File: src/hdl/ltsc_pkg.sv
// Shared constants and types for the LRU tagged slot cache.
package ltsc_pkg;

  // Store geometry and tag fields.
  localparam int SLOT_COUNT     = 32;
  localparam int TILES_PER_EDGE = 64;
  localparam int MAX_SCALE      = 8;
  localparam int IDX_W          = $clog2(SLOT_COUNT);
  localparam int CNT_W          = $clog2(SLOT_COUNT + 1);
  localparam int RANK_W         = IDX_W;
  localparam int KEY_W          = 31;
  localparam int SCALE_W        = 4;
  localparam int EDGE_W         = 10;

  // Operation codes of a request word.
  typedef enum logic [1:0] {
    OP_LOOKUP  = 2'd0,
    OP_INSTALL = 2'd1,
    OP_CLEAR   = 2'd2,
    OP_NOP     = 2'd3
  } op_t;

  // Sequencer states.
  typedef enum logic [1:0] {
    ST_IDLE,
    ST_LOOK,
    ST_INST,
    ST_DONE
  } state_t;

endpackage

File: src/hdl/ltsc_if.sv
// Request and response channel interfaces of the LRU tagged slot cache.
interface ltsc_req_if;
  logic                         valid;
  logic                         ready;
  ltsc_pkg::op_t                opcode;
  logic [ltsc_pkg::KEY_W-1:0]   region_key;
  logic [ltsc_pkg::SCALE_W-1:0] pixel_scale;

  modport source (output valid, opcode, region_key, pixel_scale, input ready);
  modport sink   (input valid, opcode, region_key, pixel_scale, output ready);
endinterface

interface ltsc_rsp_if;
  logic                        valid;
  logic                        ready;
  logic                        hit;
  logic [ltsc_pkg::IDX_W-1:0]  slot_index;
  logic [ltsc_pkg::EDGE_W-1:0] edge_pixels;
  logic                        replaced;

  modport source (output valid, hit, slot_index, edge_pixels, replaced, input ready);
  modport sink   (input valid, hit, slot_index, edge_pixels, replaced, output ready);
endinterface

File: src/hdl/lru_tagged_slot_cache.sv
// Fully associative tag store of 32 slots with least recently used
// replacement. One request word is taken at a time. A lookup scans the tag
// memory one slot per cycle through a registered tag read, an install scans
// the valid bits and ranks one slot per cycle, and a clear or an unused
// opcode goes straight to the done state. The request side is ready only
// between operations; a finished response waits in an output register while
// the next request is taken. While that register still holds a word the
// receiver has not taken, the block holds in its last cycle and the request
// side stays blocked. Each slot carries a recency rank (0 is the least
// recent) in place of a time stamp, so nothing ever wraps. Keys and scales
// of slots never installed are never compared.
module lru_tagged_slot_cache (
  input logic       clk,
  input logic       rst,
  ltsc_req_if.sink  req,
  ltsc_rsp_if.source rsp
);
  import ltsc_pkg::*;

  localparam logic [IDX_W-1:0] LAST_IDX = IDX_W'(SLOT_COUNT - 1);

  // Control state.
  state_t                state, state_next;
  logic [IDX_W-1:0]      idx, idx_next;
  logic [IDX_W-1:0]      cmp_idx;
  logic                  cmp_live, cmp_live_next;
  logic [IDX_W-1:0]      oldest, oldest_next;
  logic [SLOT_COUNT-1:0] valid, valid_next;
  logic [CNT_W-1:0]      cnt, cnt_next;
  logic [RANK_W-1:0]     rank [SLOT_COUNT];
  logic [RANK_W-1:0]     rank_next [SLOT_COUNT];

  // Latched request fields.
  logic [KEY_W-1:0]      key_q;
  logic [SCALE_W-1:0]    scale_q;
  logic [SCALE_W-1:0]    scale_clamped;

  // Tag memory and its registered read word.
  logic [KEY_W+SCALE_W-1:0] tag_mem [SLOT_COUNT];
  logic [KEY_W+SCALE_W-1:0] rd_word;
  logic                     mem_we;

  // Commit controls from the sequencer.
  logic             do_clear, do_fill, do_promote;
  logic [IDX_W-1:0] tgt;

  // Pending result and output register.
  logic              res_hit, res_hit_next;
  logic [IDX_W-1:0]  res_slot, res_slot_next;
  logic [EDGE_W-1:0] res_edge, res_edge_next;
  logic              res_repl, res_repl_next;
  logic              out_valid, out_valid_next, out_load;
  logic              out_hit;
  logic [IDX_W-1:0]  out_slot;
  logic [EDGE_W-1:0] out_edge;
  logic              out_repl;
  logic [EDGE_W-1:0] edge_q;

  assign req.ready       = (state == ST_IDLE);
  assign rsp.valid       = out_valid;
  assign rsp.hit         = out_hit;
  assign rsp.slot_index  = out_slot;
  assign rsp.edge_pixels = out_edge;
  assign rsp.replaced    = out_repl;

  // Clamp the requested scale into 1 to MAX_SCALE.
  always_comb begin
    if (req.pixel_scale == '0) begin
      scale_clamped = SCALE_W'(1);
    end else if (req.pixel_scale > SCALE_W'(MAX_SCALE)) begin
      scale_clamped = SCALE_W'(MAX_SCALE);
    end else begin
      scale_clamped = req.pixel_scale;
    end
  end

  assign edge_q = EDGE_W'(TILES_PER_EDGE) * EDGE_W'(scale_q);

  // Sequencer: next state, scan controls and result.
  always_comb begin
    state_next    = state;
    idx_next      = idx;
    cmp_live_next = cmp_live;
    oldest_next   = oldest;
    do_clear      = 1'b0;
    do_fill       = 1'b0;
    do_promote    = 1'b0;
    mem_we        = 1'b0;
    tgt           = idx;
    res_hit_next  = res_hit;
    res_slot_next = res_slot;
    res_edge_next = res_edge;
    res_repl_next = res_repl;
    out_load      = 1'b0;
    case (state)
      ST_IDLE: begin
        idx_next      = '0;
        cmp_live_next = 1'b0;
        if (req.valid) begin
          res_hit_next  = 1'b0;
          res_slot_next = '0;
          res_edge_next = '0;
          res_repl_next = 1'b0;
          case (req.opcode)
            OP_LOOKUP:  state_next = ST_LOOK;
            OP_INSTALL: state_next = ST_INST;
            OP_CLEAR: begin
              do_clear   = 1'b1;
              state_next = ST_DONE;
            end
            default:    state_next = ST_DONE;
          endcase
        end
      end
      ST_LOOK: begin
        // Issue a read each cycle and compare the word read the cycle before.
        idx_next      = idx + 1'b1;
        cmp_live_next = 1'b1;
        if (cmp_live) begin
          if (valid[cmp_idx] && rd_word == {key_q, scale_q}) begin
            do_promote    = 1'b1;
            tgt           = cmp_idx;
            res_hit_next  = 1'b1;
            res_slot_next = cmp_idx;
            res_edge_next = edge_q;
            state_next    = ST_DONE;
          end else if (cmp_idx == LAST_IDX) begin
            state_next = ST_DONE;
          end
        end
      end
      ST_INST: begin
        // The lowest free slot wins; with none free the slot of rank zero goes.
        idx_next      = idx + 1'b1;
        res_hit_next  = 1'b1;
        res_edge_next = edge_q;
        if (!valid[idx]) begin
          do_fill       = 1'b1;
          mem_we        = 1'b1;
          tgt           = idx;
          res_slot_next = idx;
          state_next    = ST_DONE;
        end else begin
          if (rank[idx] == '0) begin
            oldest_next = idx;
          end
          if (idx == LAST_IDX) begin
            tgt           = (rank[idx] == '0) ? idx : oldest;
            do_promote    = 1'b1;
            mem_we        = 1'b1;
            res_slot_next = tgt;
            res_repl_next = 1'b1;
            state_next    = ST_DONE;
          end
        end
      end
      ST_DONE: begin
        if (!out_valid || rsp.ready) begin
          out_load   = 1'b1;
          state_next = ST_IDLE;
        end
      end
      default: state_next = ST_IDLE;
    endcase
  end

  // Valid bits, fill count and recency ranks.
  always_comb begin
    valid_next = valid;
    cnt_next   = cnt;
    rank_next  = rank;
    if (do_clear) begin
      valid_next = '0;
      cnt_next   = '0;
      for (int i = 0; i < SLOT_COUNT; i++) begin
        rank_next[i] = '0;
      end
    end else if (do_fill) begin
      valid_next[tgt] = 1'b1;
      cnt_next        = cnt + 1'b1;
      rank_next[tgt]  = RANK_W'(cnt);
    end else if (do_promote) begin
      for (int i = 0; i < SLOT_COUNT; i++) begin
        if (IDX_W'(i) != tgt && valid[i] && rank[i] > rank[tgt]) begin
          rank_next[i] = rank[i] - 1'b1;
        end
      end
      rank_next[tgt] = RANK_W'(cnt - 1'b1);
    end
  end

  // Output register handshake.
  always_comb begin
    if (out_load) begin
      out_valid_next = 1'b1;
    end else if (rsp.ready) begin
      out_valid_next = 1'b0;
    end else begin
      out_valid_next = out_valid;
    end
  end

  // Control registers.
  always_ff @(posedge clk) begin
    if (rst) begin
      state     <= ST_IDLE;
      idx       <= '0;
      cmp_live  <= 1'b0;
      oldest    <= '0;
      valid     <= '0;
      cnt       <= '0;
      out_valid <= 1'b0;
      for (int i = 0; i < SLOT_COUNT; i++) begin
        rank[i] <= '0;
      end
    end else begin
      state     <= state_next;
      idx       <= idx_next;
      cmp_live  <= cmp_live_next;
      oldest    <= oldest_next;
      valid     <= valid_next;
      cnt       <= cnt_next;
      out_valid <= out_valid_next;
      rank      <= rank_next;
    end
  end

  // Payload registers.
  always_ff @(posedge clk) begin
    cmp_idx  <= idx;
    res_hit  <= res_hit_next;
    res_slot <= res_slot_next;
    res_edge <= res_edge_next;
    res_repl <= res_repl_next;
    if (req.valid && req.ready) begin
      key_q   <= req.region_key;
      scale_q <= scale_clamped;
    end
    if (out_load) begin
      out_hit  <= res_hit;
      out_slot <= res_slot;
      out_edge <= res_edge;
      out_repl <= res_repl;
    end
  end

  // Tag memory: one write port, one registered read port.
  always_ff @(posedge clk) begin
    if (mem_we) begin
      tag_mem[tgt] <= {key_q, scale_q};
    end
    rd_word <= tag_mem[idx];
  end

  // The fill count tracks the number of valid slots.
  a_cnt_matches: assert property (@(posedge clk) disable iff (rst)
    cnt == CNT_W'($countones(valid)))
    else $error("fill count differs from valid bits");

  // An eviction happens only with every slot valid.
  a_evict_full: assert property (@(posedge clk) disable iff (rst)
    (state == ST_INST && do_promote) |-> cnt == CNT_W'(SLOT_COUNT))
    else $error("eviction while a slot was free");

  // A delivered word carries an edge size exactly when it reports a hit.
  a_hit_edge: assert property (@(posedge clk) disable iff (rst)
    out_valid |-> (out_hit == (out_edge != '0)))
    else $error("hit and edge size disagree");

endmodule

File: src/flat_wrapper.sv
// flat-port wrapper written by rule: the top's interface ports become plain ports
module lru_tagged_slot_cache_flat import ltsc_pkg::*;
  (clk, rst, req_valid, req_opcode, req_region_key, req_pixel_scale, req_ready, rsp_valid, rsp_hit, rsp_slot_index, rsp_edge_pixels, rsp_replaced, rsp_ready);
  ltsc_req_if req_i ();
  ltsc_rsp_if rsp_i ();
  input logic clk;
  input logic rst;
  input wire logic [$bits(req_i.valid)-1:0] req_valid;
  input wire logic [$bits(req_i.opcode)-1:0] req_opcode;
  input wire logic [$bits(req_i.region_key)-1:0] req_region_key;
  input wire logic [$bits(req_i.pixel_scale)-1:0] req_pixel_scale;
  output wire logic [$bits(req_i.ready)-1:0] req_ready;
  output wire logic [$bits(rsp_i.valid)-1:0] rsp_valid;
  output wire logic [$bits(rsp_i.hit)-1:0] rsp_hit;
  output wire logic [$bits(rsp_i.slot_index)-1:0] rsp_slot_index;
  output wire logic [$bits(rsp_i.edge_pixels)-1:0] rsp_edge_pixels;
  output wire logic [$bits(rsp_i.replaced)-1:0] rsp_replaced;
  input wire logic [$bits(rsp_i.ready)-1:0] rsp_ready;
  assign req_i.valid = req_valid;
  assign req_i.opcode = req_opcode;
  assign req_i.region_key = req_region_key;
  assign req_i.pixel_scale = req_pixel_scale;
  assign req_ready = req_i.ready;
  assign rsp_valid = rsp_i.valid;
  assign rsp_hit = rsp_i.hit;
  assign rsp_slot_index = rsp_i.slot_index;
  assign rsp_edge_pixels = rsp_i.edge_pixels;
  assign rsp_replaced = rsp_i.replaced;
  assign rsp_i.ready = rsp_ready;
  lru_tagged_slot_cache u_core (.clk(clk), .rst(rst), .req(req_i), .rsp(rsp_i));
endmodule
File: config.mk
export PLATFORM = sky130hd
export DESIGN_NAME = lru_tagged_slot_cache_flat
export DESIGN_NICKNAME = d
export VERILOG_FILES = /design/src/hdl/ltsc_pkg.sv /design/src/hdl/ltsc_if.sv /design/src/hdl/lru_tagged_slot_cache.sv /design/src/flat_wrapper.sv
export SDC_FILE = /design/constraint.sdc
export NUM_CORES = 2
export LEC_CHECK = 0
export ABC_AREA = 1
export ABC_CLOCK_PERIOD_IN_PS = 10700
export BUFFER_PORTS_ARGS = -buffer_cell sky130_fd_sc_hd__clkbuf_2
export CAP_MARGIN = 20
export CORE_MARGIN = 1
export CORE_UTILIZATION = 40
export DETAILED_ROUTE_END_ITERATION = 6
export GPL_TIMING_DRIVEN = 0
export MAX_ROUTING_LAYER = met4
export PLACE_DENSITY_LB_ADDON = 0.05
export SYNTH_ARGS = -nofsm -noshare
export SYNTH_HDL_FRONTEND = slang
export SYNTH_SLANG_ARGS = --single-unit
File: constraint.sdc
create_clock -name clk -period 10.7 [get_ports clk]
set_clock_uncertainty 0.05 [all_clocks]
set_input_delay 0.535 -clock clk [delete_from_list [all_inputs] [get_ports clk]]
set_output_delay 0.535 -clock clk [all_outputs]
set_load 0.02 [all_outputs]
Word level (Yosys, flattened, before mapping) --
Memories as Yosys holds them, arrays and structs flattened. A register that Yosys moved wholly into a read port is not among the register bits. Index checks and enable logic that the tools add are counted.
Word-level totals: flip-flop bits (word level) 286, bits in writable memories 1120, input port bits 41, output and inout bits 19, logic and storage cells 465, memories kept 1
Cells by class: add/subtract/negate cells 35, magnitude comparators 40, eq/ne operators 47, mux-type cells 199, bitwise gates (word level) 3, reductions and logical operators 89
Memories:
- u_core.tag_mem | depth 32, bits a word 35, rd ports 1, clocked after Yosys merged registers in 1, wr ports 1, line lru_tagged_slot_cache.sv:39 | logic [KEY_W+SCALE_W-1:0] tag_mem [SLOT_COUNT];
Operators with widths (count):
- $mux W5 | 143
- $bwmux W160 | 2
- $mux W160 | 2
- $sub A5 B1 Y5 const B | 33
- $gt A5 B5 Y1 | 32
- $ne A5 B5 Y1 const A | 16
- $logic_and A1 B1 Y1 | 68
- $bmux W5 S5 | 2
- $ne A4 B5 Y1 const A | 8
- $eq A35 B35 Y1 | 1
- $or A32 B32 Y32 | 1
- $mux W10 | 3
- $pmux W10 S3 | 1
- $demux W5 S5 | 1
- $mux W1 | 25
- $ne A3 B5 Y1 const A | 4
- $pmux W5 S2 | 2
- $lt A5 B6 Y1 const B | 3
- $pmux W5 S3 | 1
- $mux W2 | 7
- $ge A6 B6 Y1 const B | 2
- $not A5 Y6 | 2
- $bmux W1 S5 | 2
- $eq A5 B5 Y1 const B | 2
- other kinds (31) | 50

Longest topological paths before layout --
depth after elaboration 22, mapped depth 45, depth with buffers taken out 41

Least setup slack after synthesis --
Ideal clock, no wire load.
path type reg2reg, from register u_core.key_q[0], to register u_core.rank[35] in the netlist's numbering, library setup time 0.132 ns, arrival time 5.510 ns, data required time 10.518 ns, slack 5.008 ns, stages on the path, launching flop included 36, cells stage by stage edfxtp_1 inv_1 nand2_1 nand2_1 nor2_1 nand2_1 inv_1 nand2_1 nor2_1 nand3_1 nor2_4 nand4_1 nand3_1 nand2_1 inv_2 nand2_1 nand2_4 buf_2 buf_1 nand2_1 nand2_1 nand2_1 nand3_1 nor2_1 nor2_1 ha_1 nand2_1 nor3_1 a2111oi_0 nor2_1 nand2_1 inv_1 o21ai_1 inv_2 nand2_1 a21oi_1
Between the ends: longest elaborated chain between the ends 18, elaborated cells on any way between the ends 30, those cells by class order compare (3); eq/ne (2); mux (19); bitwise (1); reduce/logical (5)
Ends and longest elaborated chain:
- start: declaration | line lru_tagged_slot_cache.sv:34 | logic [KEY_W-1:0] key_q;
- start signal: assignment | line lru_tagged_slot_cache.sv:236 | key_q <= req.region_key;
- $eq A35 B35 Y1 * | line lru_tagged_slot_cache.sv:120 | if (valid[cmp_idx] && rd_word == {key_q, scale_q}) begin
- $logic_and A1 B1 Y1 * | line lru_tagged_slot_cache.sv:120
- $mux W5 | line lru_tagged_slot_cache.sv:120
- $mux W5 | line lru_tagged_slot_cache.sv:119 | if (cmp_live) begin
- $pmux W5 S2 | line lru_tagged_slot_cache.sv:95 | case (state)
- $not A5 Y6 (implied by the code) | line lru_tagged_slot_cache.sv:181, lru_tagged_slot_cache.sv:184, lru_tagged_slot_cache.sv:188
- $bmux W5 S5 | line lru_tagged_slot_cache.sv:184 | if (IDX_W'(i) != tgt && valid[i] && rank[i] > rank[tgt]) begin
- $mux W5 (implied by the code) (2 in a row) | line lru_tagged_slot_cache.sv:184
- $gt A5 B5 Y1 | line lru_tagged_slot_cache.sv:184
- $logic_and A1 B1 Y1 | line lru_tagged_slot_cache.sv:184
- $mux W5 | line lru_tagged_slot_cache.sv:184
- $mux W5 | line lru_tagged_slot_cache.sv:182 | end else if (do_promote) begin
- $mux W5 | line lru_tagged_slot_cache.sv:178 | end else if (do_fill) begin
- $mux W5 | line lru_tagged_slot_cache.sv:172 | if (do_clear) begin
- $bwmux W160 | line lru_tagged_slot_cache.sv:188 | rank_next[tgt] = RANK_W'(cnt - 1'b1);
- $mux W160 | line lru_tagged_slot_cache.sv:182
- $mux W160 | line lru_tagged_slot_cache.sv:178
- end signal: assignment | line lru_tagged_slot_cache.sv:224 | rank <= rank_next;
- end: declaration | line lru_tagged_slot_cache.sv:30 | logic [RANK_W-1:0] rank [SLOT_COUNT];
Every way passes the cells marked *; elsewhere a longest branch is shown, timed or not. The select of a mux whose other input is x is not followed. A chain may end at the register's enable or synchronous reset.

Worst setup path after layout --
from register u_core.idx[1], to register u_core.rank[35] in the netlist's numbering
Between the ends: longest elaborated chain between the ends 22, elaborated cells on any way between the ends 41, those cells by class order compare (3); eq/ne (2); mux (29); bitwise (2); reduce/logical (5)
Ends and longest elaborated chain:
- start: declaration | line lru_tagged_slot_cache.sv:24 | logic [IDX_W-1:0] idx, idx_next;
- start signal: assignment | line lru_tagged_slot_cache.sv:218 | idx <= idx_next;
- $not A5 Y6 (implied by the code) | line lru_tagged_slot_cache.sv:148 | tgt = (rank[idx] == '0) ? idx : oldest;
- $bmux W5 S5 | line lru_tagged_slot_cache.sv:148
- $mux W5 (implied by the code) (2 in a row) | line lru_tagged_slot_cache.sv:148
- $logic_not A5 Y1 | line lru_tagged_slot_cache.sv:148
- $mux W5 | line lru_tagged_slot_cache.sv:148
- $mux W5 | line lru_tagged_slot_cache.sv:147 | if (idx == LAST_IDX) begin
- $mux W5 | line lru_tagged_slot_cache.sv:137 | if (!valid[idx]) begin
- $pmux W5 S2 | line lru_tagged_slot_cache.sv:95
- [5 not listed]
- $logic_and A1 B1 Y1 | line lru_tagged_slot_cache.sv:184
- $mux W5 | line lru_tagged_slot_cache.sv:184
- $mux W5 | line lru_tagged_slot_cache.sv:182
- $mux W5 | line lru_tagged_slot_cache.sv:178
- $mux W5 | line lru_tagged_slot_cache.sv:172
- $bwmux W160 | line lru_tagged_slot_cache.sv:188
- $mux W160 | line lru_tagged_slot_cache.sv:182
- $mux W160 | line lru_tagged_slot_cache.sv:178
Parallel ways exist; a longest one is shown, timed or not. The select of a mux whose other input is x is not followed.

==> flow_summary.toml <==
[outcome]
status = "finished clean"

[route]
drt_wl_total_um = 315000
num_vias = 56300
first_pass_iters = 6
wire_per_inst_um = 32.6
drc = 0
viasPerCell = 5.82
final_antenna_net_count = 0
drt-initial-drc-count = 6450

[job]
maxCapViolCount = 0

[timing]
hold_violations = 0
setup_viol = 0
max_slew_margin_pct = 13.7
rsz0062_at_grt = "false"
tightest_slew_ps = 1290
drv_slew = 0
period_share_pct = 83.2
fin_ws_ps = 1800
max_freq_mhz = 112
finalCriticalPeriod_ps = 8900

[grt]
grt_pass1_wl_um = 428000
grt_max_degree = 35
grt-ovfl-total = 0
grtUsageTotal_pct = 37.6
grt_pass1_vias = 52800
antenna_found_initial = 10

[synth]
ys.warnings.count = 0
async_flop_share_pct = 0
syn_area_per_cell_um2 = 9.73
synth_seq_area_share_pct = 59.8
synthTopCellsByCount = "nand2_1, edfxtp_1, nor2_1"
yosysTopAreaCellShare_pct = 52.3
syn-cell-area_um2 = 67600
synth_flop_cell = "edfxtp_1"
syn_inst = 6946
ys_types = 55
synthTopCellsByArea = "edfxtp_1, nand2_1, dfxtp_1"
synth_most_common_cell = "nand2_1"
yosys.area.top_type = "edfxtp_1"
synth_seq_cells = 1428
synth_edf_count = 1177

[place]
place_ws_ps = 2180
io_buffer_count = 53
placed_cells = 9339
hpwl_um = 231000
routabilityCongestion = 1.06

[floorplanning]
dieArea_um2 = 171000
die_w_um = 413
coreArea_um2 = 167000
start_util_pct = 40.4
fp-row-count = 150
die_h_um = 413
io_pins = 60

[critical_path]
cp_common_cell = "nand2_1"
cp-start-kind = "flip-flop"
path_max_fanout = 17
crit_path_end_kind = "flip-flop"
arrival_ps = 9520
max_stage_delay_ps = 830
cp.required_ps = 11320
crit_type = "flip-flop to flip-flop"
cp_slowest_cell = "buf_1"

[clock_tree]
post_cts_buffers = 0
clk_pin_slew_worst_paths_ps = 60
cts.sinks = 1428
htreeDepth = 4
cts_buffers = 163
cts_tree = "done"
clk_latency_ps = 840
clockBufferDepth = 3
cts_resized = 0
cts_root_buf = "clkbuf_16"

[cells_and_area]
area_delta_synth_final_pct = 17.5
final_cells = 9676
final_layout_size_suffix_gt1_share_pct = 9.17
fin_util_pct = 47.4
nNetsFinal = 7583

[power_and_ir_drop]
irDropWorstVdd_v = 0.000454
power.density_nw_per_um2 = 327
leakagePower_uw = 0.0305

[min_path]
hold_path_class = "primary input to flip-flop"
-- layer usage --
| metal | vias to the layer above | part of all wire [%] | GRT usage [%] | routed length (um) |
|---|---|---|---|---|
| met3 | 786 | 7.3 | 5.83 | 22900 |
| met2 | 2704 | 46 | 59.4 | 146000 |
| met5 | - | 0 | - | 0 |
| li1 | 25000 | - | - | - |
| met4 | 0 | 7.2 | 22.2 | 22800 |
| met1 | 27800 | 39 | 45.5 | 123000 |
-- state kept, by name (all words and copies together), names as in the netlist --
| signal | flops |
|---|---|
| u_core.res_hit | 1 |
| u_core.res_repl | 1 |
| u_core.rsp.edge_pixels | 4 |
| u_core.scale_q | 4 |
| u_core.oldest | 5 |
| u_core.res_slot | 5 |
| u_core.rsp.valid | 1 |
| u_core.tag_mem | 1120 |
| u_core.rd_word | 35 |
| u_core.idx | 5 |
| u_core.cmp_idx | 5 |
| u_core.rank | 160 |
| u_core.valid | 32 |
| u_core.state | 2 |
| u_core.cmp_live | 1 |
| u_core.rsp.slot_index | 5 |
| u_core.rsp.hit | 1 |
| u_core.cnt | 5 |
| u_core.res_edge | 4 |
| u_core.rsp.replaced | 1 |
| u_core.key_q | 31 |
-- critical path: cells and delay by family (launching register included) --
kind / cells / cell delay (ps)
buffers and inverters: 7 / 2150
adder cells (fa/ha/maj): 1 / 280
flip-flops: 1 / 360
AND/OR/NAND/NOR: 23 / 4630
AO/OA/AOI/OAI: 4 / 1120
-- repair_timing --
| action | CTS | global route |
|---|---|---|
| endpoints found under the setup margin | 0 | 0 |
| hold buffers | 33 | 0 |
| hold endpoints to repair | 33 | 0 |
-- final timing paths --
path / start / to / slack [ps] / depth (start not counted)
worst max-delay path: u_core.idx[1]$_SDFFE_PP0N_ / u_core.rank[35]$_SDFFE_PP0P_ / 1800 / 35
worst min-delay path: req_pixel_scale[1] / u_core.scale_q[1]$_SDFFCE_PP0P_ / 30 / 3
worst max register to register: u_core.idx[1]$_SDFFE_PP0N_ / u_core.rank[35]$_SDFFE_PP0P_ / 1800 / 35
worst min register to register: u_core.idx[2]$_SDFFE_PP0N_ / u_core.cmp_idx[2]$_DFF_P_ / 300 / 0
-- where the power goes --
part | switching (uW) | total [uW] | leakage [uW] | internal, uW
Clock | 2400 | 5550 | 0.00249 | 3150
Combinational | 9900 | 13500 | 0.0154 | 3620
Sequential | 274 | 6870 | 0.0127 | 6600
-- per-stage QoR --
step                      hold WS (ps)  TNS (ps)  cell area, um2  total power [uW]
after floorplan                    276         0           67600             13800
after global placement             285   -150320           70600             17600
after detailed placement           286         0           73700             20200
after CTS                         1.46         0           79200             25700
after global routing              37.7         0           79400             27000
final                             30.2         0           79400             25900
-- cell usage in the layout (no fill, tap or decap), types with 12 or more instances in the layout --
| cell | instances |
|---|---|
| a21oi_1 | 250 |
| a31oi_1 | 41 |
| a32o_1 | 33 |
| buf_1 | 30 |
| buf_12 | 50 |
| buf_16 | 57 |
| buf_2 | 42 |
| buf_4 | 25 |
| buf_8 | 27 |
| clkbuf_1 | 313 |
| clkbuf_16 | 165 |
| clkbuf_2 | 60 |
| clkbuf_8 | 12 |
| clkinv_1 | 41 |
| dfxtp_1 | 251 |
| dlygate4sd3_1 | 33 |
| edfxtp_1 | 1177 |
| ha_1 | 201 |
| inv_1 | 352 |
| inv_2 | 16 |
| nand2_1 | 1457 |
| nand2_2 | 27 |
| nand3_1 | 356 |
| nand4_1 | 25 |
| nor2_1 | 1005 |
| nor2_4 | 50 |
| nor3_1 | 72 |
| o21ai_0 | 722 |
| o21ai_1 | 63 |
| o21ai_2 | 16 |
| o221a_2 | 50 |
| o22ai_1 | 151 |
| o32ai_1 | 35 |
| xnor2_1 | 15 |
| xor2_1 | 107 |
-- cell type report --
class / count / area, um2
clock inverters: 63 / 671
plain buffers: 370 / 1600
clock buffers: 230 / 4490
repair buffers: 225 / 3620
inverters: 381 / 1440
well taps: 2204 / 2760
fillers: 15900 / 88000
diodes: 3 / 7.51
multi-input cells: 4772 / 24500
flip-flops and latches: 1428 / 40400
-- logic make-up after synthesis --
group	synth area share, %
xor+xnor	1.58
buf+inv	4.48
fa+ha+maj	3.72
other cells	0.00555
flops	59.8
compound gates	12.1
simple gates	18.3
No activity file was read; power rests on OpenSTA's default activity.
